==> src/design/assert_macros.svh <==
// Assertion macros used by the allocator top module
`ifndef ASSERT_MACROS_SVH
`define ASSERT_MACROS_SVH

// expression holds at every clock edge outside reset
`define AFF_CHECK(lbl, expr, msg) \
    lbl: assert property (@(posedge clk) disable iff (!rst_n) (expr)) else $error(msg);

// antecedent implies consequent in the same cycle
`define AFF_IMPLY(lbl, ante, cons, msg) \
    lbl: assert property (@(posedge clk) disable iff (!rst_n) (ante) |-> (cons)) else $error(msg);

`endif

==> src/design/aff_pkg.sv <==
// Types and constants of the aligned first-fit block allocator
package aff_pkg;

    localparam int MAX_BLOCKS = 64;
    localparam int ADDR_BITS  = 32;
    localparam int IDX_W      = $clog2(MAX_BLOCKS);
    localparam int CNT_W      = $clog2(MAX_BLOCKS + 1);

    localparam logic [1:0] CMD_ALLOC = 2'd0;
    localparam logic [1:0] CMD_FREE  = 2'd1;
    localparam logic [1:0] CMD_MERGE = 2'd2;
    localparam logic [1:0] CMD_RSVD  = 2'd3;

    localparam logic [1:0] ST_OK       = 2'd0;
    localparam logic [1:0] ST_NOFIT    = 2'd1;
    localparam logic [1:0] ST_NOTFOUND = 2'd2;
    localparam logic [1:0] ST_FULL     = 2'd3;

    typedef struct packed {
        logic [1:0]  cmd;
        logic [31:0] alloc_size;
        logic [4:0]  align_log2;
        logic [31:0] free_offset;
    } req_t;

    typedef struct packed {
        logic [1:0]  status;
        logic [31:0] alloc_offset;
    } rsp_t;

    typedef struct packed {
        logic [ADDR_BITS-1:0] start;
        logic [ADDR_BITS-1:0] length;
        logic                 free;
    } entry_t;

    typedef struct packed {
        logic             en;
        logic [IDX_W-1:0] addr;
        entry_t           data;
    } tbl_wr_t;

    typedef struct packed {
        logic                 fits;
        logic                 pad_nz;
        logic                 extra_nz;
        logic [ADDR_BITS-1:0] aligned;
        logic [ADDR_BITS-1:0] pad;
        logic [ADDR_BITS-1:0] extra;
        logic [ADDR_BITS-1:0] rem_start;
    } fit_res_t;

endpackage

==> src/design/aff_table.sv <==
// Block table memory: one write port, one registered read port
module aff_table
    import aff_pkg::*;
(
    input  logic             clk,
    input  tbl_wr_t          wr,
    input  logic             rd_en,
    input  logic [IDX_W-1:0] rd_addr,
    output entry_t           rd_data
);

    entry_t mem [MAX_BLOCKS];
    entry_t rd_data_reg;

    always_ff @(posedge clk)
    begin
        if (wr.en)
        begin
            mem[wr.addr] <= wr.data;
        end
    end

    always_ff @(posedge clk)
    begin
        if (rd_en)
        begin
            rd_data_reg <= mem[rd_addr];
        end
    end

    assign rd_data = rd_data_reg;

endmodule

==> config.mk <==
export PLATFORM = sky130hd
export DESIGN_NAME = aff_table
export DESIGN_NICKNAME = d
export VERILOG_FILES = /design/src/design/assert_macros.svh /design/src/design/aff_pkg.sv /design/src/design/aff_table.sv
export SDC_FILE = /design/constraint.sdc
export NUM_CORES = 2
export LEC_CHECK = 0
export ABC_AREA = 1
export BUFFER_PORTS_ARGS = -buffer_cell sky130_fd_sc_hd__buf_2
export CAP_MARGIN = 20
export CORE_MARGIN = 2
export CORE_UTILIZATION = 37
export DETAILED_ROUTE_END_ITERATION = 10
export PLACE_DENSITY = 0.61
export SETUP_SLACK_MARGIN = 0.4
export SLEW_MARGIN = 10
export SYNTH_ARGS = -nofsm -noshare
export SYNTH_HDL_FRONTEND = slang
export SYNTH_MEMORY_MAX_BITS = 65536
export SYNTH_SLANG_ARGS = --single-unit
export TNS_END_PERCENT = 10
==> constraint.sdc <==
create_clock -name clk -period 12.4 [get_ports clk]
set_input_delay 0.62 -clock clk [delete_from_list [all_inputs] [get_ports clk]]
set_output_delay 0.62 -clock clk [all_outputs]
set_load 0.01 [all_outputs]
# Word-level counts from Yosys, hierarchy flattened
# Memories as Yosys holds them, arrays and structs flattened. A register that Yosys moved wholly into a read port is not among the register bits.
# Index checks and enable logic that the tools add are counted.
# word_totals
ff_bits	0
ramBits	4160
input_bits	80
output_inout_bits	65
elab_cells	3
memories	1
# classes
n_mux	2
# mem_list
name	words	width	rd	rd_ports_with_merged_regs	write_ports	line_no	source
mem	64	65	1	1	1	aff_table.sv:12	entry_t mem [MAX_BLOCKS];
# op_table
op	n
$mux W1	2

# Logic depth before layout (Yosys ltp)
# depth
ltp_word	2
ltp_mapped	12
mapped_depth_nobuf	9

# Least setup slack after synthesis
# No wires, ideal clock.
# synth_path
path_type	input to register
start	input wr[71] (netlist bit)
end	memory mem[48][0] (netlist bit) (enable)
setup_ps	650
arrival_time_ps	7350
t_required_ps	11750
path_slack_ps	4400
path_stages	3
n_path_buf	1
cell_sequence	clkbuf_1 > nand4_1 > nor4_1
# synth_via
elab_chain_cells	2
# synth_lines
item	line_no	source
start: declaration	aff_table.sv:6	input tbl_wr_t wr,
$mux W1	aff_table.sv:17	if (wr.en)
$mux W1 (not written as such)	aff_table.sv:19	mem[wr.addr] <= wr.data;
end: declaration	aff_table.sv:12	
# Every way passes these cells.

==> flow_summary.rst <==
.. list-table::
   :header-rows: 1

   * - Metric
     - Value
   * - Post-synth EDFFs
     - 4225
   * - Overflow after GRT
     - 0
   * - Number of DRC violations after detailed-routing iteration 0
     - 14860
   * - Synth Register Bits
     - 4225
   * - CP endpoint kind
     - flop
   * - Switching power as a share of total power
     - 0.223
   * - Net total in the final layout
     - 13619
   * - Drt pass-1 iters
     - 7
   * - Number of synthesis warnings
     - 0
   * - Tmin final
     - 4.72 ns
   * - Slowest cell delay on critical path
     - 0.92 ns
   * - Flop-to-flop setup slack
     - 10.37 ns
   * - Core Rows
     - 247
   * - Final Instance Count excl. Fillers
     - 19875
   * - Signed area change from the synthesized netlist to the final layout
     - 12.1%
   * - Die boundary height
     - 677 µm
   * - Mapped Area
     - 0.168 mm²
   * - Worst VDD drop
     - 120 µV
   * - Mean Syn Cell Area
     - 12.3 µm²
   * - Via count
     - 111626
   * - Type of the tightest min-delay check
     - in -> reg
   * - Largest fanout on the critical path
     - 120
   * - H-tree depth
     - 5
   * - Port Buffers
     - 144
   * - Startpoint types
     - primary input
   * - Int Pwr
     - 23.2 mW
   * - Worst Path Buf+Inv
     - 5
   * - Effective utilization at floorplan
     - 0.371
   * - Worst clock skew
     - 0.0594 ns
   * - Post-CTS Setup Inserts
     - 0
   * - Post-synthesis cell type with the largest combined area
     - edfxtp_1
   * - Clock sink total
     - 4225
   * - Power share of the sequential group
     - 0.532
   * - Clock Power Share
     - 0.411
   * - Number of nets with antenna violations after detailed routing
     - 0
   * - Placed insts
     - 19090
   * - Predominant post-synthesis flop cell
     - edfxtp_1
   * - Count of hold-fix buffers inserted at cts
     - 0
   * - CP Data Arrival Time
     - 5.54 ns
   * - Final clock period utilization by the worst path
     - 0.380
   * - Total power per unit cell area
     - 159 mW/mm²
   * - Required time worst endpoint
     - 13.22 ns
   * - Cells after Synth
     - 13613
   * - Number of hold violations in the final report
     - 0
   * - Share of async-settable or async-resettable flops after synthesis
     - 0
   * - Total net switching power
     - 6.67 mW
   * - Proportion of layout cells with a drive suffix above 1
     - 0.0759
   * - Total nets after synthesis
     - 13693
   * - Share of the synthesized area in the top cell type
     - 0.756
   * - Antenna violations before repair
     - 65
   * - Clk buf depth
     - 4
   * - Die Width
     - 677 µm
   * - Pin count of the biggest net entering global routing
     - 202
   * - Worst path top cell family by delay
     - buffers and inverters
   * - Number of DRC violations after detailed routing
     - 0
   * - Global-route wire length before repair
     - 768000 µm
   * - Highest-delay cell along the critical path
     - buf_4
   * - Unrepaired setup endpoints after global routing
     - no
   * - Cells along the critical path
     - buf_12 -> buf_4 -> buf_4 -> buf_4 -> buf_4 -> nand2_1 -> nand3_1 -> nand3_1 -> nand3_1 -> nand3_1 -> nand2_1 -> nand2_1 -> nand2_1
   * - Actual slew at the worst max-slew pin
     - 1.25 ns
   * - Routability Congestion
     - 0.796
   * - TritonCTS clock tree
     - done
   * - Leading cell types by total area after synthesis
     - edfxtp_1 (76%), nand3_1 (12%), nand2_1 (10%)
   * - Upper clock frequency limit
     - 0.212 GHz
   * - Die Area
     - 0.459 mm²
   * - Most common cell in the synthesized netlist
     - nand2_1
   * - Count of pins over their slew limit
     - 0
   * - Number of global-route vias before repair
     - 104103
   * - Routed wire per std cell
     - 27.3 µm
   * - Final sum of negative setup slack
     - 0 ns
   * - Core region area
     - 0.452 mm²
   * - Leak Pwr
     - 65.0 nW
   * - Part of the power in combinational logic
     - 0.057
   * - Clock tree root buffer cell
     - clkbuf_16
   * - Total Wirelength
     - 543000 µm
   * - I/O pin count
     - 145
   * - Relative slew margins
     - 0.166
   * - Number of distinct library cell variants in the gate-level netlist after synthesis
     - 13
   * - Setup violation total in the final timing report
     - 0
   * - Status
     - completed
   * - Type of the worst setup path
     - in -> reg
   * - Register area share after synthesis
     - 0.756
   * - Number of clock buffers inserted by TritonCTS
     - 402
   * - Design Power
     - 29.9 mW
   * - Worst-path clk slew
     - 0.06 ns
   * - HPWL after detailed placement
     - 268000 µm
   * - Max capacitance violation total
     - 0
   * - Routed vias/inst
     - 5.62
   * - Post-cts resize count
     - 0
   * - Most common library cells after synthesis
     - nand2_1 (4485), edfxtp_1 (4225), nand3_1 (3907), buf_2 (535), clkbuf_1 (258)
   * - Total GRT Usage
     - 0.229
   * - Number of flip-flops in the largest register
     - 4160
   * - Clk Latency, worst-skew pair
     - 0.98 ns
==> worst reg2reg max path: stages (launching register included) <==
cell and delay (ns):
edfxtp_1 0.37, nand2_1 0.08, nand3_1 0.09, nand3_1 0.12
nand3_1 0.10, nand3_1 0.19, nand2_1 0.08, nand2_1 0.10
nand2_1 0.42
==> power by group through the flow <==
stage / sequential [mW] / clock [mW] / combinational (mW)
3_3_place_gp: 16.2 / 0 / 1.65
2_1_floorplan: 16.2 / 0 / 0.945
5_1_grt: 15.9 / 12.9 / 1.84
6_report: 15.9 / 12.3 / 1.70
4_1_cts: 15.9 / 12.4 / 1.67
3_5_place_dp: 16.2 / 0 / 1.67
==> area by class of cell <==
| cell class | count | area, µm² |
|---|---|---|
| antenna | 45 | 113 |
| clock inverter | 238 | 2330 |
| fill | 41316 | 264000 |
| timing repair buffer | 433 | 3510 |
| inverter | 12 | 87.6 |
| clock buffer | 481 | 10500 |
| multi-input combinational | 8465 | 37200 |
| tap | 5976 | 7480 |
| sequential | 4225 | 127000 |
==> through the flow <==
step | cell area, µm² | setup slack (ns) | hold WS, ns | util
finish | 188000 | 7.68 | 0.0170 | 0.416
global route | 188000 | 7.31 | -0.00570 | 0.416
CTS | 188000 | 7.70 | 0.207 | 0.415
detailed placement | 175000 | 6.71 | 0.853 | 0.386
global placement | 175000 | 6.73 | 0.850 | 0.386
floorplan | 168000 | 4.40 | 0.719 | -
==> placed cells by master (no fill, tap or decap), types with 9 or more instances in the layout <==
cell type / count
nand2_1: 4485
edfxtp_1: 4225
nand3_1: 3907
clkbuf_16: 409
buf_4: 250
buf_2: 137
clkinv_1: 98
clkbuf_1: 72
clkinv_2: 71
nor2_4: 56
diode_2: 45
bufinv_16: 45
buf_12: 33
nand4_1: 9
clkinvlp_4: 9
==> worst paths after layout <==
| path | start | depth (start not counted) | to |
|---|---|---|---|
| worst min-delay path | wr[52] | 1 | mem[18][52]$_DFFE_PP_ |
| worst min register to register | mem[52][13]$_DFFE_PP_ | 8 | rd_data[13]$_DFFE_PP_ |
| worst max-delay path | rd_addr[0] | 13 | rd_data[23]$_DFFE_PP_ |
| worst max register to register | mem[5][32]$_DFFE_PP_ | 8 | rd_data[32]$_DFFE_PP_ |
==> metal layers <==
| metal | up-vias | part of all wire | GRT usage | routed length [µm] |
|---|---|---|---|---|
| li1 | 48520 | - | - | - |
| met1 | 55861 | 0.38 | 0.300 | 207000 |
| met2 | 6022 | 0.47 | 0.375 | 256000 |
| met4 | 46 | 0.047 | 0.0972 | 25800 |
| met5 | - | 0.00048 | 0 | 262 |
| met3 | 1177 | 0.10 | 0.0418 | 55000 |
==> logic make-up after synthesis <==
group	Yosys count	share of synthesized area
buf+inv	923	0.0250
simple gates	8465	0.219
flops	4225	0.756
(Power assumes the default switching activity.)
