==> src/design/assert_macros.svh <==
// Assertion macros used by the allocator top module
`ifndef ASSERT_MACROS_SVH
`define ASSERT_MACROS_SVH

// expression holds at every clock edge outside reset
`define AFF_CHECK(lbl, expr, msg) \
    lbl: assert property (@(posedge clk) disable iff (!rst_n) (expr)) else $error(msg);

// antecedent implies consequent in the same cycle
`define AFF_IMPLY(lbl, ante, cons, msg) \
    lbl: assert property (@(posedge clk) disable iff (!rst_n) (ante) |-> (cons)) else $error(msg);

`endif

==> src/design/aff_pkg.sv <==
// Types and constants of the aligned first-fit block allocator
package aff_pkg;

    localparam int MAX_BLOCKS = 64;
    localparam int ADDR_BITS  = 32;
    localparam int IDX_W      = $clog2(MAX_BLOCKS);
    localparam int CNT_W      = $clog2(MAX_BLOCKS + 1);

    localparam logic [1:0] CMD_ALLOC = 2'd0;
    localparam logic [1:0] CMD_FREE  = 2'd1;
    localparam logic [1:0] CMD_MERGE = 2'd2;
    localparam logic [1:0] CMD_RSVD  = 2'd3;

    localparam logic [1:0] ST_OK       = 2'd0;
    localparam logic [1:0] ST_NOFIT    = 2'd1;
    localparam logic [1:0] ST_NOTFOUND = 2'd2;
    localparam logic [1:0] ST_FULL     = 2'd3;

    typedef struct packed {
        logic [1:0]  cmd;
        logic [31:0] alloc_size;
        logic [4:0]  align_log2;
        logic [31:0] free_offset;
    } req_t;

    typedef struct packed {
        logic [1:0]  status;
        logic [31:0] alloc_offset;
    } rsp_t;

    typedef struct packed {
        logic [ADDR_BITS-1:0] start;
        logic [ADDR_BITS-1:0] length;
        logic                 free;
    } entry_t;

    typedef struct packed {
        logic             en;
        logic [IDX_W-1:0] addr;
        entry_t           data;
    } tbl_wr_t;

    typedef struct packed {
        logic                 fits;
        logic                 pad_nz;
        logic                 extra_nz;
        logic [ADDR_BITS-1:0] aligned;
        logic [ADDR_BITS-1:0] pad;
        logic [ADDR_BITS-1:0] extra;
        logic [ADDR_BITS-1:0] rem_start;
    } fit_res_t;

endpackage

==> src/design/aff_fit.sv <==
// Shared fit unit: alignment, padding, fit test and remainder of one block
module aff_fit
    import aff_pkg::*;
(
    input  logic                 clk,
    input  logic                 load,
    input  entry_t               entry,
    input  logic [ADDR_BITS-1:0] size,
    input  logic [4:0]           align_log2,
    output fit_res_t             res
);

    logic [ADDR_BITS:0]   mask;
    logic [ADDR_BITS:0]   aligned_calc;
    logic [ADDR_BITS:0]   aligned_reg;
    logic [ADDR_BITS:0]   aligned_next;
    logic [ADDR_BITS:0]   pad_reg;
    logic [ADDR_BITS:0]   pad_next;
    logic [ADDR_BITS-1:0] len_reg;
    logic [ADDR_BITS-1:0] len_next;
    logic [ADDR_BITS+1:0] need;
    logic [ADDR_BITS+1:0] extra_w;

    assign mask         = ({{ADDR_BITS{1'b0}}, 1'b1} << align_log2) - 1'b1;
    assign aligned_calc = ({1'b0, entry.start} + mask) & ~mask;
    assign aligned_next = load ? aligned_calc : aligned_reg;
    assign pad_next     = load ? (aligned_calc - {1'b0, entry.start}) : pad_reg;
    assign len_next     = load ? entry.length : len_reg;

    always_ff @(posedge clk)
    begin
        aligned_reg <= aligned_next;
        pad_reg     <= pad_next;
        len_reg     <= len_next;
    end

    assign need    = {1'b0, pad_reg} + {2'b00, size};
    assign extra_w = {2'b00, len_reg} - need;

    assign res.fits      = ({2'b00, len_reg} >= need);
    assign res.pad_nz    = (pad_reg != '0);
    assign res.extra_nz  = (extra_w[ADDR_BITS-1:0] != '0);
    assign res.aligned   = aligned_reg[ADDR_BITS-1:0];
    assign res.pad       = pad_reg[ADDR_BITS-1:0];
    assign res.extra     = extra_w[ADDR_BITS-1:0];
    assign res.rem_start = aligned_reg[ADDR_BITS-1:0] + size;

endmodule

==> config.mk <==
export PLATFORM = sky130hd
export DESIGN_NAME = aff_fit
export DESIGN_NICKNAME = d
export VERILOG_FILES = /design/src/design/assert_macros.svh /design/src/design/aff_pkg.sv /design/src/design/aff_fit.sv
export SDC_FILE = /design/constraint.sdc
export NUM_CORES = 1
export LEC_CHECK = 0
export BUFFER_PORTS_ARGS = -buffer_cell sky130_fd_sc_hd__buf_2
export CAP_MARGIN = 20
export CELL_PAD_IN_SITES_DETAIL_PLACEMENT = 0
export CELL_PAD_IN_SITES_GLOBAL_PLACEMENT = 1
export CORE_UTILIZATION = 36
export DETAILED_ROUTE_END_ITERATION = 16
export PLACE_DENSITY_LB_ADDON = 0.1
export SYNTH_ARGS = -nofsm -noshare
export SYNTH_HDL_FRONTEND = slang
export SYNTH_SLANG_ARGS = --single-unit
==> constraint.sdc <==
create_clock -name clk -period 8.8 [get_ports clk]
set_clock_uncertainty 0.15 [all_clocks]
set_input_delay 0.44 -clock clk [delete_from_list [all_inputs] [get_ports clk]]
set_output_delay 0.44 -clock clk [all_outputs]
set_load 0.02 [all_outputs]
## After elaboration in Yosys (flattened, before gate mapping)

Cells that the tools add are included.

| word-level totals | value |
|---|---|
| register bits after elaboration | 97 |
| input port bits | 104 |
| output and inout port bits | 131 |
| logic and storage cells | 15 |

| cells by class | value |
|---|---|
| add/subtract/negate cells | 6 |
| magnitude comparators | 1 |
| shifts and indexed selects | 1 |
| bitwise logic cells | 2 |
| reductions and logical operators | 2 |

Operators by type and width:

| operator | number |
|---|---|
| $add 33x32->34 | 1 |
| $ge 32x34->1 | 1 |
| $add 32x33->33 | 1 |
| $and 33x33->33 | 1 |
| $not 33->33 | 1 |
| $reduce_bool 33->1 | 1 |
| $shl 1x5->33 const A | 1 |
| $sub 33x1->33 const B | 1 |
| $sub 33x32->33 | 1 |
| $add 32x32->32 | 1 |
| $reduce_bool 32->1 | 1 |
| $sub 32x32->32 | 1 |

## Depth between registers and ports, before layout

Gate-level depths: netlist (run 1).

| depth | value |
|---|---|
| depth in word-level cells | 5 |
| mapped depth | 35 |
| depth with buffers taken out | 32 |

## Least setup slack after synthesis (run 1)

Ideal clock, no wire load.

| path | value |
|---|---|
| path type | input to register |
| start point | input align_log2[2] |
| end point | register pad_reg[32] (data pin) |
| library setup time | 0.259 ns |
| data arrival time | 5.799 ns |
| required time | 8.391 ns |
| path slack | 2.591 ns |
| cell stages on the path | 30 |
| buffers on the path | 3 |
| cells stage by stage | buf_2 > nor3_2 > nand2_1 > ha_1 > buf_2 > buf_1 > nor4b_1 > a21oi_1 > o21ai_0 > ha_1 > and4_1 > a221oi_2 > nand2_1 > a21o_1 > a21oi_1 > xor2_1 > nor2_1 > ha_1 > a21o_1 > a21o_1 > a21o_1 > a21o_1 > a21oi_1 > o21ai_0 > nor2_1 > a21oi_1 > nor3_1 > o21ai_1 > a31oi_1 > xnor2_1 |

| on the way | value |
|---|---|
| cells in the longest elaborated chain, start to end | 5 |
| elaborated cells on any way between the ends | 6 |
| classes of those cells | add/sub (3); shift (1); bitwise (2) |

Ends and longest elaborated chain:

| what | RTL line | source |
|---|---|---|
| start: declaration | aff_fit.sv:9 | `input logic [4:0] align_log2,` |
| $shl 1x5->33 * | aff_fit.sv:24 | `assign mask = ({{ADDR_BITS{1'b0}}, 1'b1} << align_log2) - 1'b1;` |
| $sub 33x1->33 * | aff_fit.sv:24 |  |
| $add 32x33->33 / $not 33->33 (equally long branches) | aff_fit.sv:25 | `assign aligned_calc = ({1'b0, entry.start} + mask) & ~mask;` |
| $and 33x33->33 * | aff_fit.sv:25 |  |
| named net aligned_calc[17] | aff_fit.sv:14 | `logic [ADDR_BITS:0] aligned_calc;` |
| $sub 33x32->33 * | aff_fit.sv:27 | `assign pad_next = load ? (aligned_calc - {1'b0, entry.start}) : pad_reg;` |
| end signal: assignment | aff_fit.sv:33 | `pad_reg <= pad_next;` |
| end: declaration | aff_fit.sv:17 | `logic [ADDR_BITS:0] pad_reg;` |

Mark *: on every way through the listed nets, which the timed path passes. The rest lies on a longest branch.
A chain may end at the register's enable or synchronous reset.

==> metrics.md, run 1 <==
| Metric | Value |
|---|---|
| Final GP Congestion | roughly 0.9 |
| Synth Area in Adders | 0.161 |
| Combinational share of power | 0.702 |
| Crit share post-route | 0.821 |
| Number of flip-flops in the largest register | 33 |
| Reg clk slew, reported paths | about 0.08 ns |
| Number of port buffers | around 230 |
| Setup TNS | 0 ns |
| CTS Buf Count | 9 |
| Startpoint types | flip-flop |
| Status | complete, no violations |
| Starting Density | 0.365 |
| CTS tree | yes |
| Antenna viol nets, final | 0 |
| Drt via density | 5.28 |
| HP Class | input port to flip-flop |
| DRC | 0 |
| Critical Path RT | slightly above 8 ns |
| Crit. End Element | output pin |
| Sw frac | 0.508 |
| Crit path arrival time | 6.63 ns |
| Synthesized Nets | between 1500 and 2000 |
| Layout Cell Area excl Fill | approximately 14000 µm² |
| Max Cap Viol | 0 |
| Largest net degree at the start of global routing | 69 |
| Setup violators final | 0 |
| Commonest cells after routing, fill and taps aside | 232 x buf_2, 146 x ha_1, 130 x a21oi_1 |
| Kind of critical path | flip-flop to output pin |
| DR pass1 iterations | 5 |
| Number of library cell types mapped by synthesis | 88 |
| Ys flop type | edfxtp_1 |
| Max VDD drop | about 230 µV |
| Boundary pin count | roughly 240 |
| YS warnings | 0 |
| Clk root buf | clkbuf_16 |
| Vias in the first global route | ~10000 |
| Nets | roughly 1800 |
| Synth Area in Simple Gates | 0.190 |
| H-Tree Depth | 3 |
| Lkg Pwr | about 6.1 nW |
| Share of cells above drive strength 1 | 0.180 |
| WL/cell | between 15 and 20 µm |
| Synth area leaders | edfxtp_1 25%, ha_1 15%, xnor2_1 5.8% |
| Postcts setup bufs | 0 |
| Gr usage total | 0.213 |
| Layout area overhead | 14.5% |
| Met1 Use GR | 0.292 |
| HPWL Detailed | 31400 µm |
| Main combinational cell family by area after synthesis | compound AO/OA/AOI/OAI gates |
| Post-cts gate resize count | 0 |
| Cell Area, Synth | around 12000 µm² |
| CP max FO | 5 |
| Initial antenna violation count | 3 |
| Maximum clock frequency | around 140 MHz |
| Met3 Resource Use GR | 0.0210 |
| Area after DPL | 13200 µm² |
| EDFF count, synth | between 90 and 100 |
| Asr flop ratio synth | 0 |
| Area leader, netlist | edfxtp_1 |
| Core area | about 32000 µm² |
| DRT Wirelength | around 37000 µm |
| 1st-iter DRT viols | 480 |
| GRT busiest layer | met2 |
| Met2 Track Usage GR | 0.357 |
| Hold Fails Final Rpt | 0 |
| Total clock sinks | 97 |
| Share of the yosys chip area belonging to registers | 0.246 |
| PwrDens | around 270 nW/µm² |
| Max-slew violation count | 0 |
| Worst-Margin Slew | a little over 0.8 ns |
| Synth Register Bits | 97 |
| Clock power frac | 0.111 |
| Syn_area_per_cell | around 8.5 µm² |
| Switching pwr | 1.86 mW |
| DR vias | roughly 11000 |
| Mapped Cells | about 1400 |
| Die H | 183 µm |
| Post-CTS Hold Fix Bufs | 0 |
| Mux contribution to synthesized area | 0.0117 |
| Fraction of the mapped netlist area in compound gates | 0.246 |
| Cell-internal power | between 1.5 and 2 mW |
| Sequential share of power | 0.186 |
| First-pass GRT wire length | around 55000 µm |
| Num rows | 66 |
| RSZ-0062 raised after global routing | false |
| Xor-xnor portion of the synthesized cell area | 0.0968 |
| Min Tclk post-route | 7.22 ns |
| Die ar. | roughly 34000 µm² |
| Slew headroom | 0.450 |
| Yosys top cell area share | 0.246 |
| Chip width | around 180 µm |
| Fillers | roughly 3300 |
| Clock Tree Buf Depth | 2 |
| Global route overflow | 0 |
| Most common cell after layout, fill and taps aside | buf_2 |
==> power groups by stage <==
stage                     logic (mW)  registers, mW  clock network [mW]
after CTS                       2.58          0.686               0.420
after detailed placement        2.58          0.696                   0
after floorplan                 1.89          0.672                   0
after global routing            2.82          0.692               0.436
after global placement          2.58          0.696                   0
final                           2.58          0.685               0.409
==> cell usage after synthesis (all sizes together) (7+ instances only) <==
library cell	n
nor4	17
edfxtp	97
o211ai	8
nor2b	25
a31oi	14
a211o	7
xnor2	79
nand3	30
nor3	34
and3	17
inv	66
clkbuf	13
mux2i	9
xor2	51
a21oi	133
nand2b	24
a21o	65
nor2	107
o21a	25
and4	8
o21bai	22
nand4	19
and2	14
a211oi	11
or2	12
nand2	92
or3	13
ha	146
buf	38
o21ai	90
o41ai	8
==> per-stage QoR <==
| stage | util | worst slack [ns] | cells | power, mW | hold slack, ns |
|---|---|---|---|---|---|
| after detailed placement | 0.408 | 1.50 | 2012 | 3.27 | 0.468 |
| after global placement | 0.408 | 1.60 | 2012 | 3.27 | 0.467 |
| after floorplan | - | 2.59 | 1387 | 2.56 | 0.389 |
| after CTS | 0.417 | 1.59 | 2027 | 3.69 | 0.0818 |
| after global routing | 0.418 | 1.17 | 2029 | 3.94 | 0.0833 |
| final | 0.418 | 1.58 | 2029 | 3.67 | 0.0956 |
==> worst max-delay path, cell delays in order (launching register included) <==
cell       delay [ns]
edfxtp_1         0.50
ha_1             0.26
fa_1             0.41
a21o_1           0.19
a21oi_1          0.23
o21bai_1         0.12
a2111oi_1        0.64
or3_1            0.25
a21oi_1          0.08
o21ai_0          0.21
a21boi_0         0.15
o21a_1           0.21
o21a_1           0.19
o41ai_1          0.30
xor2_1           0.21
ha_1             0.28
inv_1            0.12
o21bai_1         0.09
a21o_1           0.19
nand2_1          0.07
nand2_1          0.05
a31oi_1          0.22
o21ai_1          0.22
a211o_1          0.32
a21o_1           0.16
a211oi_1         0.33
a211oi_1         0.12
buf_2            0.18
==> layer usage <==
metal / vias up / wire (µm)
met5: - / 8
met4: 2 / 661
met3: 29 / 1250
met2: 210 / 16900
met1: 4886 / 17800
li1: 5577 / -
==> kinds of logic after synthesis <==
group	Yosys count
compound gates	441
simple gates	438
fa+ha+maj	150
xor+xnor	130
buf+inv	117
flops	97
mux	13
other cells	1
==> area by class of cell <==
class	count	area [µm²]	share of cell area
Antenna cell	2	5.00	0.000369
Clock buffer	9	225	0.0166
Clock inverter	6	73.8	0.00545
Inverter	66	248	0.0183
Multi-Input combinational cell	1173	8360	0.617
Sequential cell	97	2910	0.215
Tap cell	442	553	0.0408
Timing Repair Buffer	234	1180	0.0868
==> final timing paths <==
| path | from | cells after the start | endpoint |
|---|---|---|---|
| hold / removal | entry[24] | 1 | len_reg[23] |
| setup / recovery | pad_reg[0] | 27 | res[130] |
Power figures use the tool's default switching activity.
==> run 2, diff against run 1 <==
==> constraint.sdc (replaced) <==
create_clock -name clk -period 6.4 [get_ports clk]
set_clock_uncertainty 0.15 [all_clocks]
set_input_delay 0.32 -clock clk [delete_from_list [all_inputs] [get_ports clk]]
set_output_delay 0.32 -clock clk [all_outputs]
set_load 0.02 [all_outputs]
==> metrics.md, run 2 (synthesis results as in run 1) <==
| Metric | Value |
|---|---|
| Status | complete, no violations |
| Slew headroom | 0.468 (+0.0182) |
| WL/cell | 18.0 µm (about the same) |
| PnR worst setup slack | 0.239 ns (-1.34 ns) |
| Initial antenna violation count | 1 (-2) |
| Critical Path, Cell by Cell | ha_2, fa_2, a21o_1, a21oi_2, o21bai_2, a2111oi_2, buf_4, or3_4, nor2_1, or3_1, a31o_1, and3_1, or4_1, nand4_1, ha_1, nand4_1, nor3_1, and3_1, a211oi_2, a211oi_1, buf_2 |
| Worst path depth | 21 (-22%) |
| Boundary pin count | 235 (unchanged) |
| PwrDens | 368 nW/µm² (+36%) |
| Lkg Pwr | 6.43 nW (+6.1%) |
| Core area | 32500 µm² (unchanged) |
| Chip width | 183 µm (unchanged) |
| First-pass GRT wire length | 57200 µm (+3.9%) |
| CP top delay family | simple AND/OR/NAND/NOR gates |
| Place WS | 0.0917 ns (-1.41 ns) |
| Die ar. | 33600 µm² (unchanged) |
| Critical Path RT | 5.93 ns (-2.28 ns) |
| Clk root buf | clkbuf_16 |
| DR pass1 iterations | 6 (+1) |
| Commonest cells after routing, fill and taps aside | 232 x buf_2, 141 x ha_1, 127 x a21oi_1 |
| Hold path endpoint | aligned_reg[0] |
| Layout area overhead | 21.3% |
| Starting Density | 0.365 (unchanged) |
| Power, Total | 5.29 mW (+44%) |
| Number of port buffers | 233 (unchanged) |
| DR vias | 11200 (+4.5%) |
| CTS Buf Count | 9 (unchanged) |
| Bufs and invs on worst path | 2 (unchanged) |
| Crit share post-route | 0.963 |
| Antenna viol nets, final | 0 (unchanged) |
| Worst-Margin Slew | 0.797 ns (-0.0273 ns) |
| H-Tree Depth | 3 (unchanged) |
| Kind of critical path | flip-flop to output pin |
| Num rows | 66 (unchanged) |
| DRC | 0 (unchanged) |
| Startpoint types | flip-flop |
| Number of flip-flops in the largest register | 33 (unchanged) |
| HP Class | input port to flip-flop |
| Crit. End Element | output pin |
| Die H | 183 µm (unchanged) |
| Global route overflow | 0 (unchanged) |
| RSZ-0062 raised after global routing | true |
| Nets | 1910 (+4.1%) |
| Crit path arrival time | 5.69 ns (-0.94 ns) |
| Largest net degree at the start of global routing | 66 (-4.3%) |
| Hold path startpoint | entry[33] |
| Reg clk slew, reported paths | 0.07 ns (about the same) |
| Min Tclk post-route | between 6 and 7 ns |
| CP max stage cell | nor3_1 |
| Setup TNS | 0 ns (unchanged) |
| Vias in the first global route | 10400 (+4.2%) |
| Total clock sinks | 97 (unchanged) |
| Most common cell after layout, fill and taps aside | buf_2 |
| CP max FO | 4 (-1) |
| HPWL Detailed | 32000 µm (+2.1%) |
| Hold path depth | 3 (+2) |
| Hold Fails Final Rpt | 0 (unchanged) |
| Final GP Congestion | 0.917 (+0.91%) |
| Drt via density | 5.32 (+0.77%) |
| Gr usage total | 0.223 (+0.00927) |
| Share of cells above drive strength 1 | 0.216 (+0.0352) |
| Setup violators final | 0 (unchanged) |
| Clock Tree Buf Depth | 2 (unchanged) |
| DRT Wirelength | 38000 µm (+3.8%) |
| Max VDD drop | 263 µV (+16%) |
| CTS tree | yes |
| Max Cap Viol | 0 (unchanged) |
| Max-slew violation count | 0 (unchanged) |
| Crit-path max cell delay | 0.51 ns (-0.13 ns) |
| 1st-iter DRT viols | 551 (+15%) |
| Maximum clock frequency | ~160 MHz |
-- run 2: cell count changes in the layout (fill, tap and decap cells not counted), sizes merged --
| cell | delta |
|---|---|
| buf | +43 |
| clkinvlp | -1 |
| dlygate4sd3 | +32 |
| inv | +1 |
-- run 2: final cells by class --
class	instances	area (µm²)
inverter	66	248
multi-input combinational	1173	8530
timing repair buffer	309	1820
antenna	2	5.00
clock buffer	9	225
clock inverter	6	75.1
sequential	97	2910
fill	3304	18100
tap	442	553
-- run 2: layer usage --
metal / up-vias / track usage / wire length, µm
met4: 0 / 0.0717 / 1040
met3: 36 / 0.0224 / 1450
li1: 5716 / - / -
met5: - / 0 / 0
met1: 5155 / 0.303 / 18100
met2: 278 / 0.368 / 17300
-- run 2: how the worst max path moves through the flow --
stage                     slack (ns)           from     endpoint
after global placement          0.10        size[0]     res[130]
after global routing           -0.11     pad_reg[0]     res[128]
final                           0.24     pad_reg[0]     res[130]
after detailed placement        0.09        size[0]     res[130]
after floorplan                 0.31  align_log2[2]  pad_reg[32]
after CTS                       0.04     pad_reg[0]     res[128]
-- run 2: where the power goes --
| part | internal [mW] | leakage [nW] | switching (mW) |
|---|---|---|---|
| Clock | 0.308 | 0.145 | 0.256 |
| Sequential | 0.833 | 0.945 | 0.115 |
| Combinational | 1.48 | 5.34 | 2.30 |
-- run 2: timing repair --
action / 4_1_cts / 5_1_grt
setup endpoints to repair: 3 / 8
setup buffers: 1 / 2
hold endpoints to repair: 32 / 0
hold buffers: 32 / 0
gates resized for setup: 6 / 29
pin swaps: 4 / 15
-- run 2: tightest hold or removal path: stages --
cell and delay [ns]:
buf_2 0.11, inv_1 0.06, nor2_1 0.07
-- run 2: metrics by stage --
stage          utilization  std cells  hold WS [ns]  cell area [µm²]
6_report             0.443       2104         0.226            14400
3_5_place_dp         0.417       2052         0.348            13500
4_1_cts              0.438       2100         0.208            14200
5_1_grt              0.443       2103         0.227            14400
2_1_floorplan            -       1387         0.269            11800
3_3_place_gp         0.417       2052         0.348            13500
